`config.mk`:
```
export PLATFORM = sky130hd
export DESIGN_NAME = gmde_ctrl
export DESIGN_NICKNAME = d
export VERILOG_FILES = /design/src/sv/gmde_pkg.sv /design/src/sv/gmde_ctrl.sv
export SDC_FILE = /design/constraint.sdc
export NUM_CORES = 1
export LEC_CHECK = 0
export ABC_CLOCK_PERIOD_IN_PS = 5200
export BUFFER_PORTS_ARGS = -buffer_cell sky130_fd_sc_hd__buf_2
export CAP_MARGIN = 40
export CORE_MARGIN = 2
export CORE_UTILIZATION = 59
export CTS_BUF_LIST = sky130_fd_sc_hd__clkbuf_16
export CTS_CLUSTER_SIZE = 12
export DETAILED_ROUTE_END_ITERATION = 10
export PLACE_DENSITY = 0.84
export SYNTH_ARGS = -nofsm -noshare
export SYNTH_HDL_FRONTEND = slang
export SYNTH_SLANG_ARGS = --single-unit
```
`constraint.sdc`:
```
create_clock -name aclk -period 5.2 [get_ports aclk]
set_input_delay 1.56 -clock aclk [delete_from_list [all_inputs] [get_ports aclk]]
set_output_delay 1.56 -clock aclk [all_outputs]
set_load 0.05 [all_outputs]
```
`src/sv/gmde_pkg.sv`:
```
`timescale 1ns / 1ps

package gmde_pkg;

    typedef logic [4:0] dp_op_t;

    localparam dp_op_t OP_NOP        = 5'd0;
    localparam dp_op_t OP_DIV_STEP   = 5'd1;
    localparam dp_op_t OP_SQRT_INIT  = 5'd2;
    localparam dp_op_t OP_SQRT_STEP  = 5'd3;
    localparam dp_op_t OP_AMP_MUL0   = 5'd4;
    localparam dp_op_t OP_AMP_MUL1   = 5'd5;
    localparam dp_op_t OP_AMP_MUL2   = 5'd6;
    localparam dp_op_t OP_AMP_WRITE  = 5'd7;
    localparam dp_op_t OP_XN_MUL     = 5'd8;
    localparam dp_op_t OP_XN_SET     = 5'd9;
    localparam dp_op_t OP_READ       = 5'd10;
    localparam dp_op_t OP_Z_MUL      = 5'd11;
    localparam dp_op_t OP_ZS_MUL     = 5'd12;
    localparam dp_op_t OP_T_SET      = 5'd13;
    localparam dp_op_t OP_TAY_MUL    = 5'd14;
    localparam dp_op_t OP_TAY_DIV    = 5'd15;
    localparam dp_op_t OP_TAY_UPD    = 5'd16;
    localparam dp_op_t OP_E_MUL      = 5'd17;
    localparam dp_op_t OP_TERM_MUL   = 5'd18;
    localparam dp_op_t OP_ACC        = 5'd19;
    localparam dp_op_t OP_RES_MUL0   = 5'd20;
    localparam dp_op_t OP_RES_MUL1   = 5'd21;
    localparam dp_op_t OP_RES_OUT    = 5'd22;

    localparam logic [1:0] REG_MIN_OFFSET = 2'd0;
    localparam logic [1:0] REG_SCALE      = 2'd1;
    localparam logic [1:0] REG_COUNT      = 2'd2;

    localparam logic [22:0] KINV       = 23'd6693133;
    localparam logic [30:0] ONE_Q30    = 31'd1073741824;
    localparam logic [6:0]  EXP_K_MAX  = 7'd22;
    localparam logic [3:0]  TAY_TERMS  = 4'd13;
    localparam logic [6:0]  DIV_STEPS  = 7'd65;
    localparam logic [6:0]  SQRT_STEPS = 7'd32;
    localparam logic [31:0] SCALE_RST  = 32'h0100_0000;

    typedef struct packed {
        dp_op_t     op;
        logic       capture;
        logic       first;
        logic [3:0] tn;
    } dp_cmd_t;

    typedef struct packed {
        logic comp_last;
        logic comp_none;
        logic out_free;
    } dp_stat_t;

    // exp(-k) in q.30 by repeated rounded multiply with exp(-1)
    function automatic logic [30:0] exp_int_calc(input int k);
        longint unsigned p;
        p = 64'd1073741824;
        for (int i = 0; i < k; i++) begin
            p = (p * 64'd395007542 + 64'd536870912) >> 30;
        end
        return 31'(p);
    endfunction

endpackage

```
`src/sv/gmde_ctrl.sv`:
```
`timescale 1ns / 1ps

module gmde_ctrl #(
    parameter int MAX_COMPONENTS = 64,
    parameter int CW = 7
) (
    input  logic               aclk,
    input  logic               aresetn,
    input  logic               s_tvalid,
    input  logic               item_eval,
    output logic               s_tready,
    output gmde_pkg::dp_cmd_t  cmd,
    output logic [CW-1:0]      comp,
    input  gmde_pkg::dp_stat_t stat
);

    localparam logic [4:0] ST_IDLE   = 5'd0;
    localparam logic [4:0] ST_DIV    = 5'd1;
    localparam logic [4:0] ST_SQI    = 5'd2;
    localparam logic [4:0] ST_SQRT   = 5'd3;
    localparam logic [4:0] ST_AMP0   = 5'd4;
    localparam logic [4:0] ST_AMP1   = 5'd5;
    localparam logic [4:0] ST_AMP2   = 5'd6;
    localparam logic [4:0] ST_AMPW   = 5'd7;
    localparam logic [4:0] ST_XN0    = 5'd8;
    localparam logic [4:0] ST_XN1    = 5'd9;
    localparam logic [4:0] ST_READ   = 5'd10;
    localparam logic [4:0] ST_ZMUL   = 5'd11;
    localparam logic [4:0] ST_ZSMUL  = 5'd12;
    localparam logic [4:0] ST_TSET   = 5'd13;
    localparam logic [4:0] ST_TMUL   = 5'd14;
    localparam logic [4:0] ST_TDIV   = 5'd15;
    localparam logic [4:0] ST_TUPD   = 5'd16;
    localparam logic [4:0] ST_EMUL   = 5'd17;
    localparam logic [4:0] ST_TERM   = 5'd18;
    localparam logic [4:0] ST_ACC    = 5'd19;
    localparam logic [4:0] ST_RES0   = 5'd20;
    localparam logic [4:0] ST_RES1   = 5'd21;
    localparam logic [4:0] ST_RESOUT = 5'd22;

    logic [4:0]    state_reg, state_next;
    logic [6:0]    cnt_reg, cnt_next;
    logic [CW-1:0] comp_reg, comp_next;

    always_ff @(posedge aclk) begin
        if (!aresetn) begin
            state_reg <= ST_IDLE;
            cnt_reg   <= '0;
            comp_reg  <= '0;
        end else begin
            state_reg <= state_next;
            cnt_reg   <= cnt_next;
            comp_reg  <= comp_next;
        end
    end

    assign s_tready = (state_reg == ST_IDLE);
    assign comp     = comp_reg;

    always_comb begin
        state_next = state_reg;
        cnt_next   = cnt_reg;
        comp_next  = comp_reg;
        cmd        = '0;
        cmd.first  = (cnt_reg == 7'd0);
        cmd.tn     = cnt_reg[3:0];
        unique case (state_reg)
            ST_IDLE: begin
                if (s_tvalid) begin
                    cmd.capture = 1'b1;
                    cnt_next    = '0;
                    comp_next   = '0;
                    state_next  = item_eval ? ST_XN0 : ST_DIV;
                end
            end
            ST_DIV: begin
                cmd.op = gmde_pkg::OP_DIV_STEP;
                if (cnt_reg == gmde_pkg::DIV_STEPS - 7'd1) begin
                    cnt_next   = '0;
                    state_next = ST_SQI;
                end else begin
                    cnt_next = cnt_reg + 7'd1;
                end
            end
            ST_SQI: begin
                cmd.op     = gmde_pkg::OP_SQRT_INIT;
                state_next = ST_SQRT;
            end
            ST_SQRT: begin
                cmd.op = gmde_pkg::OP_SQRT_STEP;
                if (cnt_reg == gmde_pkg::SQRT_STEPS - 7'd1) begin
                    cnt_next   = '0;
                    state_next = ST_AMP0;
                end else begin
                    cnt_next = cnt_reg + 7'd1;
                end
            end
            ST_AMP0: begin
                cmd.op     = gmde_pkg::OP_AMP_MUL0;
                state_next = ST_AMP1;
            end
            ST_AMP1: begin
                cmd.op     = gmde_pkg::OP_AMP_MUL1;
                state_next = ST_AMP2;
            end
            ST_AMP2: begin
                cmd.op     = gmde_pkg::OP_AMP_MUL2;
                state_next = ST_AMPW;
            end
            ST_AMPW: begin
                cmd.op     = gmde_pkg::OP_AMP_WRITE;
                state_next = ST_IDLE;
            end
            ST_XN0: begin
                cmd.op     = gmde_pkg::OP_XN_MUL;
                state_next = ST_XN1;
            end
            ST_XN1: begin
                cmd.op     = gmde_pkg::OP_XN_SET;
                state_next = stat.comp_none ? ST_RES0 : ST_READ;
            end
            ST_READ: begin
                cmd.op     = gmde_pkg::OP_READ;
                state_next = ST_ZMUL;
            end
            ST_ZMUL: begin
                cmd.op     = gmde_pkg::OP_Z_MUL;
                state_next = ST_ZSMUL;
            end
            ST_ZSMUL: begin
                cmd.op     = gmde_pkg::OP_ZS_MUL;
                state_next = ST_TSET;
            end
            ST_TSET: begin
                cmd.op     = gmde_pkg::OP_T_SET;
                cnt_next   = 7'd1;
                state_next = ST_TMUL;
            end
            ST_TMUL: begin
                cmd.op     = gmde_pkg::OP_TAY_MUL;
                state_next = ST_TDIV;
            end
            ST_TDIV: begin
                cmd.op     = gmde_pkg::OP_TAY_DIV;
                state_next = ST_TUPD;
            end
            ST_TUPD: begin
                cmd.op = gmde_pkg::OP_TAY_UPD;
                if (cnt_reg[3:0] == gmde_pkg::TAY_TERMS) begin
                    cnt_next   = '0;
                    state_next = ST_EMUL;
                end else begin
                    cnt_next   = cnt_reg + 7'd1;
                    state_next = ST_TMUL;
                end
            end
            ST_EMUL: begin
                cmd.op     = gmde_pkg::OP_E_MUL;
                state_next = ST_TERM;
            end
            ST_TERM: begin
                cmd.op     = gmde_pkg::OP_TERM_MUL;
                state_next = ST_ACC;
            end
            ST_ACC: begin
                cmd.op = gmde_pkg::OP_ACC;
                if (stat.comp_last) begin
                    state_next = ST_RES0;
                end else begin
                    comp_next  = comp_reg + CW'(1);
                    state_next = ST_READ;
                end
            end
            ST_RES0: begin
                cmd.op     = gmde_pkg::OP_RES_MUL0;
                state_next = ST_RES1;
            end
            ST_RES1: begin
                cmd.op     = gmde_pkg::OP_RES_MUL1;
                state_next = ST_RESOUT;
            end
            ST_RESOUT: begin
                cmd.op = gmde_pkg::OP_RES_OUT;
                if (stat.out_free) begin
                    state_next = ST_IDLE;
                end
            end
            default: begin
                state_next = ST_IDLE;
            end
        endcase
    end

endmodule

```
; ---- Yosys cells after proc, flatten, opt, wreduce, memory -nomap -nowiden
; Cells that the tools add are included.
[word_totals]
regBits = 19
inputBits = 7
word_cells = 61
output_inout_bits = 19
[op_classes]
n_reduce_logical = 7
muxes = 19
n_addsub = 2
eq_ne = 30
[ops]
columns = cell, count
row1 = 5-bit one-hot mux with 22 select lines, 2
row2 = "5-bit by 4-bit equality test with 1-bit output, second input constant", 8
row3 = "5-bit equality test, second input constant", 7
row4 = 5-bit 2-to-1 mux, 7
row5 = 7-bit 2-to-1 mux, 5
row6 = 7-bit one-hot mux with 5 select lines, 1
row7 = "5-bit by 3-bit equality test with 1-bit output, second input constant", 4
row8 = "7-bit by 1-bit adder with 7-bit output, second input constant", 2
row9 = 7-bit one-hot mux with 2 select lines, 1
row10 = "5-bit by 2-bit equality test with 1-bit output, second input constant", 2
row11 = "2-bit inequality test, second input constant", 5
row12 = "7-bit by 5-bit equality test with 1-bit output, second input constant", 1
row13 = "7-bit equality test, second input constant", 1
row14 = 7-bit logical NOT, 1
row15 = "5-bit by 1-bit equality test with 1-bit output, second input constant", 1
row16 = 5-bit logical NOT, 1
row17 = 5-bit nonzero test, 1
row18 = "4-bit equality test, second input constant", 1
row19 = 4-bit 2-to-1 mux, 1
row20 = 4-bit AND reduction, 1
row21 = 3-bit AND reduction, 1
row22 = 1-bit 2-to-1 mux, 2
row23 = 2-bit AND reduction, 1
row24 = 2-bit nonzero test, 1

; ---- Longest topological paths before layout
; Gate-level depths: netlist of the first run.
[depth]
word_depth = 3
depth_mapped = 7
ltp_nobuf = 7

; ---- Worst setup path before layout of the first run
; No wires, ideal clock.
[synth_timing]
path_kind = in2out
start = input s_tvalid
end = output cmd[5] (netlist bit)
path_stages = 2
required_ns = 3.640
t_arrival_ns = 2.066
n_path_buf = 0
path_slack_ns = 1.574
path_cell_list = nand3_1 inv_1
[synth_lines]
columns = element, line
row1 = "start, declared", gmde_ctrl.sv:9  ; input logic s_tvalid,
row2 = "end, declared", gmde_ctrl.sv:12  ; output gmde_pkg::dp_cmd_t cmd,

==> flow_summary.toml, run 1 <==
[detailed_routing]
drtIter0Drc = 63
drc_errors = 0
via_count = 1473
vias_per_cell = 6.22
detail-route-antenna-nets = 0
postRouteWirelength_mm = 3.62
avgRoutedWirePerCell_um = 15.3
dr.pass1.iters = 4

[setup_path]
crit_arrival_ps = 2200
worstPathMaxFanout = 5
startpoint = "s_tvalid"
rrSetupSlack_ps = 3000
path_class = "in2out"
worstReg2RegStart = "state_reg[0]"
endpoint_kind = "output port"
cp.required_ps = 3640
reg2regPathDepth = 5
crit_end = "cmd[5]"
r2r_end = "comp[5]"
critPathLaunchType = "input port"

[clock_network]
cts_hold_buf = 0
cts_resized = 0
tritoncts = "done"
post-cts-setup-buffer-count = 0
cts-buffers-inserted = 3
root_buffer = "clkbuf_16"
clock_sinks = 19
insertion_delay_ps = 260
htreeDepth = 1
cts_buffer_depth = 2
clkTransAtPathRegs_ps = 50

[placement]
portBuffers = 25
place_area_um2 = 1540
gp_congestion = 0.955
hpwl_mm = 2.56

[logic_synthesis]
synthArstFlopShare_pct = 0
synth_warnings = 0
synth.cell_area_um2 = 1460
synth-seq-cells = 19
post-synth-top-area-fraction_pct = 26.1
synth_edf_count = 0
synth_area_leader_cell = "dfxtp_1"
synth.distinct_cells = 56
ys_seq_area_share_pct = 26.1
syn_avg_cell_area_um2 = 7.51
synthCells = 194
synth.area.top_cells = "dfxtp_1, nand2_1, nand3_1"
synth_top_flop_cell = "dfxtp_1"
synth_nets = 205

[sta]
min_period_ps = 3760
rsz0062_at_grt = "false"
tightestPinTransition_ps = 734
max_freq_ghz = 0.266
final-setup-viol-count = 0
finalClockSkew_ps = 6.94
slew_headroom_pct = 51.0
hold_viol_final = 0
period_share_pct = 72.3
drv_slew = 0
setup_tns_ps = 0

[layout]
final_util_pct = 67.0
seq_area_um2 = 380
mostFrequentLayoutCell = "buf_2"
antennaDiodeCount = 0
finalInstanceArea_um2 = 1610
drive_above_1_share_pct = 17.4
multiInputGateArea_um2 = 973
fin_nets = 219
layout_common_cells = "buf_2, nand2_1, dfxtp_1, nor2_1, nand3_1"
nFillCells = 209
syn_to_final_growth_pct = 10.8

[global_route]
globalRouteOverflowTotal = 0
track_usage_pct = 26.4
grt_max_degree = 24
antenna_found_initial = 0
grt_pass1_wl_mm = 5.58
grt_pass1_vias = 1267

[floorplanning]
io_pins = 26
die_h_um = 53.7
fp.dieW_um = 53.7
row_count = 18
coreArea_um2 = 2410
dieArea_um2 = 2880
start_util_pct = 60.4

[job]
cap_violations = 0

[power]
p_per_area_nw_per_um2 = 519
power_leakage_uw = 0.000644
vdd_drop_max_v = 0.000589
total_power_uw = 838

[status]
status = "complete, no violations"

[worst_hold_path]
hold_path.class = "reg2reg"
==> area by class of cell <==
cell class,instances,share of cell area (%)
multi-input combinational,154,60.3
sequential,19,23.6
timing repair buffer,25,7.75
clock buffer,3,4.65
tap,30,2.33
inverter,5,1.16
clock inverter,1,0.233
==> worst min path at each step <==
| stage | start | end | slack (ps) | cells past startpoint |
|---|---|---|---|---|
| after floorplan | cnt_reg[1] | cnt_reg[1] | 490 | 2 |
| after global placement | comp[1] | comp[1] | 490 | 2 |
| after detailed placement | comp[1] | comp[1] | 500 | 2 |
| after CTS | comp[1] | comp[1] | 520 | 2 |
| after global routing | comp[6] | comp[6] | 550 | 2 |
| final | comp[6] | comp[6] | 510 | 2 |
==> through the flow <==
step | hold slack (ps) | worst slack (ps) | std cells
floorplan | 485 | 1570 | 194
detailed placement | 500 | 1440 | 233
global placement | 494 | 1440 | 233
CTS | 517 | 1440 | 237
global route | 549 | 1370 | 237
finish | 514 | 1440 | 237
==> power by group <==
part           leakage (uW)  switching, uW  internal [uW]
logic              0.000448            288            154
clock network     0.0000423           57.4            102
registers          0.000154           74.6            162
==> cells in the mapped netlist (3+ instances only) <==
master	number
nand2b_1	4
inv_1	5
o21ai_0	9
a21boi_0	3
ha_1	4
a21boi_1	3
dfxtp_1	19
a21oi_1	10
a31oi_1	4
nand2_1	21
and2_1	3
nor2b_1	6
buf_4	4
nor3_1	7
buf_2	6
nor2_1	17
a211oi_2	3
xnor2_1	3
clkbuf_1	3
nand3_1	13
==> routing by layer <==
metal	routed length, um	GRT usage, %
met4	31	4.27
met1	1630	31.8
met5	0	0
met2	1740	47.0
met3	213	7.50
==> kinds of logic after synthesis <==
family                     share of synthesized area, %
AOI/OAI and AO/OA                                  25.5
xor gates and xnor gates                           3.01
adders and majority gates                          3.44
buffers and inverters                              7.04
DFF                                                26.1
muxes                                              1.37
and+or+nand+nor                                    33.5
==> critical path, cell delays in order <==
cell	delay, ps
buf_2	110
nand3_1	180
inv_1	90
buf_2	260
(Power assumes the default switching activity.)
==> run 2, diff against run 1 <==
Settings changed: ABC_AREA from default to 1, ABC_CLOCK_PERIOD_IN_PS 5200 to 3160, CORE_UTILIZATION 59 to 51, PLACE_DENSITY 0.84 to 0.76.
Clock period 5.2 ns to 3.16 ns, I/O delays scaled along.
==> run 2 against run 1 <==
  * Cell count increased by 46%
  * Sequential share of layout area decreased by 3.2 points
  * Synthesized area increased by 14%
==> flow_summary.toml, run 2 <==
[status]
status = "complete, no violations"

[layout]
drive_above_1_share_pct = 18.5
antennaDiodeCount = 0
final_util_pct = 60.7
layout_common_cells = "nand2_1, nor2_1, inv_1, nand3_1, buf_2"
fin_nets = 315
syn_to_final_growth_pct = 12.6
mostFrequentLayoutCell = "nand2_1"

[floorplanning]
fp.dieW_um = 61.1
start_util_pct = 53.9
coreArea_um2 = 3080
io_pins = 26
dieArea_um2 = 3730
die_h_um = 61.1
row_count = 20

[detailed_routing]
postRouteWirelength_mm = 4.49
drtIter0Drc = 183
vias_per_cell = 5.46
dr.pass1.iters = 5
via_count = 1896
avgRoutedWirePerCell_um = 12.9
drc_errors = 0
detail-route-antenna-nets = 0

[logic_synthesis]
synth_commonest_cells = "nand2_1, nor2_1, inv_1"
synth.distinct_cells = 29
synth_top_flop_cell = "dfxtp_1"
synth_warnings = 0
synth_nets = 291
yosysMostFrequentCell = "nand2_1"
ys_seq_area_share_pct = 22.9
synthCells = 280
post-synth-top-area-fraction_pct = 22.9
synth_area_leader_cell = "dfxtp_1"
syn_avg_cell_area_um2 = 5.93
synth_edf_count = 0
synth-seq-cells = 19
synthArstFlopShare_pct = 0
synth.area.top_cells = "dfxtp_1, nand2_1, nand3_1"
synth.cell_area_um2 = 1660

[setup_path]
worstPathMaxFanout = 12
cp_num_buf_inv = 3
slowest_stage = "nor2_2"
endpoint_kind = "output port"
critPathLaunchType = "flip-flop"
crit_top_cell = "inv_1"
path_class = "reg2out"
path_cells = "nor2_2 > inv_1 > nor2_4 > nand2_4 > inv_1 > buf_2"
cpPeakStageDelay_ps = 500
cpLargestDelayFamily = "simple AND/OR/NAND/NOR gates"
cp.required_ps = 2210
crit_arrival_ps = 1900

[placement]
hpwl_mm = 3.57
portBuffers = 25
gp_congestion = 1.01

[sta]
setup_tns_ps = 0
hold_viol_final = 0
min_period_ps = 2850
drv_slew = 0
final-setup-viol-count = 0
slew_headroom_pct = 60.9
finalClockSkew_ps = 1.73
max_freq_ghz = 0.351
tightestPinTransition_ps = 585
period_share_pct = 90.0
rsz0062_at_grt = "false"

[clock_network]
clkTransAtPathRegs_ps = 50
cts_resized = 0
root_buffer = "clkbuf_16"
insertion_delay_ps = 250
post-cts-setup-buffer-count = 0
cts_hold_buf = 0
htreeDepth = 1
cts_buffer_depth = 2
tritoncts = "done"
cts-buffers-inserted = 3
clock_sinks = 19

[power]
p_per_area_nw_per_um2 = 722
vdd_drop_max_v = 0.000487
power_leakage_uw = 0.000966

[global_route]
grt_pass1_wl_mm = 7.30
grt_pass1_vias = 1619
antenna_found_initial = 0
grt_max_degree = 13
globalRouteOverflowTotal = 0
track_usage_pct = 26.1

[worst_hold_path]
hold_path.class = "reg2reg"

[job]
cap_violations = 0
[run 2: cell types whose count changed after synthesis, moves of 4 or more]
cell / delta
nand2_1: +50
inv_1: +27
nor2_1: +18
nand3_1: +14
a21oi_1: +13
nor2_2: +8
buf_2: -6
nor2b_1: -6
inv_2: +5
nand2_2: +5
a31oi_1: -4
nand2b_1: -4
nand4_1: +4
[run 2: area by class of cell]
type	instances	area (um2)
Clock inverter	1	5.00
Fill cell	305	1210
Clock buffer	3	75.1
Timing Repair Buffer	26	133
Sequential cell	19	380
Multi-Input combinational cell	216	1080
Tap cell	44	55.1
Inverter	38	145
[run 2: cell families (layout without fill, tap and decap cells)]
kind of cell | after synthesis | after routing | share of synthesized area [%]
AND/OR/NAND/NOR | 174 | 174 | 49.6
adder cells (fa/ha/maj) | 4 | 4 | 3.01
buffers and inverters | 45 | 68 | 12.3
AO/OA/AOI/OAI | 36 | 36 | 11.2
flip-flops | 19 | 19 | 22.9
XOR/XNOR | 2 | 2 | 1.06
[run 2: path summary, 6_finish.rpt]
check                                  start  endpoint  slack, ps  cells past startpoint
worst max-delay path            state_reg[2]    cmd[5]        310                      6
worst min-delay path                 comp[6]   comp[6]        460                      2
worst max register to register  state_reg[2]   comp[5]       1310                      9
worst min register to register       comp[6]   comp[6]        460                      2
[run 2: per-layer routing]
metal  track usage, %  share of wire, %  up-vias
li1                 -                 -      951
met5                0                 0        -
met3             3.99               9.1       16
met1             37.3                45      822
met2             39.1                43      107
met4             10.9               2.9        0
[run 2: worst reg2reg max path: stages, from the launching register on]
cell and delay (ps):
dfxtp_1 360, nor2_2 500, inv_1 160, nor2_4 220, nand2_4 100, nand2_4 110, nand2_1 70, nor2_2 100
nand2_1 60, a21oi_1 110
[run 2: report_power, final]
part	internal, uW	switching (uW)	total [uW]	leakage, uW
Combinational	192	594	786	0.000772
Clock	170	90.5	260	0.0000409
Sequential	263	41.1	304	0.000154
Total	624	726	1350	0.000966
[run 2: through the flow]
step / power [uW] / hold slack, ps / cells / cell area, um2 / setup slack (ps)
2_1_floorplan: 929 / 467 / 280 / 1660 / 110
3_3_place_gp: 1090 / 452 / 343 / 1790 / 607
3_5_place_dp: 1080 / 455 / 343 / 1790 / 633
4_1_cts: 1340 / 466 / 347 / 1870 / 358
5_1_grt: 1430 / 510 / 347 / 1870 / 159
6_report: 1350 / 459 / 347 / 1870 / 315
==> run 3, diff against run 2 <==
Settings changed: ABC_CLOCK_PERIOD_IN_PS 3160 to 3200, CORE_UTILIZATION 51 to 57, PLACE_DENSITY 0.76 to 0.8.
Clock period 3.16 ns to 3.2 ns, I/O delays scaled along.
==> run 3 against run 2 <==
  * Clock-buffer cell count unchanged
  * Sequential cell count unchanged
  * Sequential power down 2%
  * Combinational power down 2%
  * Worst hold slack better by 13 ps
  * Setup slack better by 71 ps
  * Total power down 1.1%
  * Register-to-register slack better by 60 ps
  * Design area down 0.74%
  * First-iteration DRC count down 22%
  * Largest cell class unchanged
  * Largest power group unchanged
==> flow_summary.toml, run 3 (same netlist as run 2, synthesis figures left out) <==
[layout]
syn_to_final_growth_pct = 11.8
layout_common_cells = "nand2_1, nor2_1, inv_1, nand3_1, buf_2"
finalInstanceArea_um2 = 1860
mostFrequentLayoutCell = "nand2_1"
antennaDiodeCount = 0
fin_nets = 315
drive_above_1_share_pct = 18.5
nFillCells = 251

[sta]
period_share_pct = 88.0
final-setup-viol-count = 0
setup_tns_ps = 0
min_period_ps = 2810
slew_headroom_pct = 62.3
rsz0062_at_grt = "false"
setup_slack_ps = 385
drv_slew = 0
whs_ps = 472
tightestPinTransition_ps = 564
finalClockSkew_ps = 2.58
max_freq_ghz = 0.355
hold_viol_final = 0

[clock_network]
cts_hold_buf = 0
post-cts-setup-buffer-count = 0
tritoncts = "done"
insertion_delay_ps = 250
root_buffer = "clkbuf_16"
clock_sinks = 19
htreeDepth = 1
cts_resized = 0
cts-buffers-inserted = 3
cts_buffer_depth = 2
clkTransAtPathRegs_ps = 60

[power]
power_leakage_uw = 0.000963
total_power_uw = 1340
vdd_drop_max_v = 0.000650
p_per_area_nw_per_um2 = 720

[setup_path]
crit_arrival_ps = 1850
worstReg2RegStart = "state_reg[2]"
reg2regPathDepth = 9
critPathLaunchType = "flip-flop"
worstPathMaxFanout = 12
r2r_end = "comp[6]"
cp.required_ps = 2240
startpoint = "state_reg[2]"
rrSetupSlack_ps = 1370
endpoint_kind = "output port"
path_class = "reg2out"

[floorplanning]
die_h_um = 58.0
fp.dieW_um = 58.0
coreArea_um2 = 2760
io_pins = 26
start_util_pct = 60.2
dieArea_um2 = 3360
row_count = 19

[global_route]
track_usage_pct = 27.9
antenna_found_initial = 0
grt_pass1_wl_mm = 7.39
grt_pass1_vias = 1748
grt_max_degree = 13
globalRouteOverflowTotal = 0

[worst_hold_path]
hold_path.class = "reg2reg"
min_to = "comp[6]"
min_from = "comp[6]"
holdPathStages = 2

[status]
status = "complete, no violations"

[placement]
place_area_um2 = 1770
gp_congestion = 0.997
portBuffers = 25
hpwl_mm = 3.46
placement.setup.worst_slack_ps = 680

[detailed_routing]
dr.pass1.iters = 5
drtIter0Drc = 143
drc_errors = 0
avgRoutedWirePerCell_um = 13.2
via_count = 1897
postRouteWirelength_mm = 4.42
detail-route-antenna-nets = 0
vias_per_cell = 5.68

[job]
cap_violations = 0
## run 3: changes by cell type in the layout (fill, tap and decap cells not counted), sizes merged
cell      delta
clkinv       -1
clkinvlp     +1
## run 3: how the worst max path moves through the flow
stage / slack (ps) / end / cells after the start
after global routing: 190 / cmd[7] / 6
final: 390 / cmd[5] / 6
after CTS: 400 / cmd[7] / 6
after detailed placement: 680 / cmd[7] / 6
after global placement: 630 / cmd[7] / 6
after floorplan: 140 / cmd[4] / 4
## run 3: stage by stage
| stage | instances | utilization, % |
|---|---|---|
| floorplan | 280 | - |
| global placement | 330 | 64.3 |
| detailed placement | 330 | 64.3 |
| CTS | 334 | 67.3 |
| global route | 334 | 67.3 |
| finish | 334 | 67.3 |
## run 3: per-layer routing
metal | vias to the layer above | track usage [%] | wire length (um)
met5 | - | 0 | 0
met4 | 0 | 16.3 | 241
met3 | 30 | 2.68 | 342
met2 | 114 | 47.2 | 2000
met1 | 798 | 34.3 | 1830
li1 | 955 | - | -
## run 3: layout make-up
cell class                      count  area (um2)  share of cell area [%]
Inverter                           38         145                    7.82
Sequential cell                    19         380                    20.5
Clock inverter                      1        7.51                   0.405
Clock buffer                        3        75.1                    4.05
Tap cell                           31        38.8                    2.09
Multi-Input combinational cell    216        1080                    58.0
Timing Repair Buffer               26         133                    7.15
## run 3: power by group
group	switching (uW)	leakage, uW	internal (uW)	total [uW]
sequential	39.2	0.000154	259	298
clock	95.3	0.0000371	169	264
combinational	582	0.000772	190	773
total	717	0.000963	619	1340
## run 3: critical path, stage by stage (launching register included)
cell,delay [ps]
dfxtp_1,340
nor2_2,470
inv_1,150
nor2_4,220
nand2_4,100
inv_1,60
buf_2,250
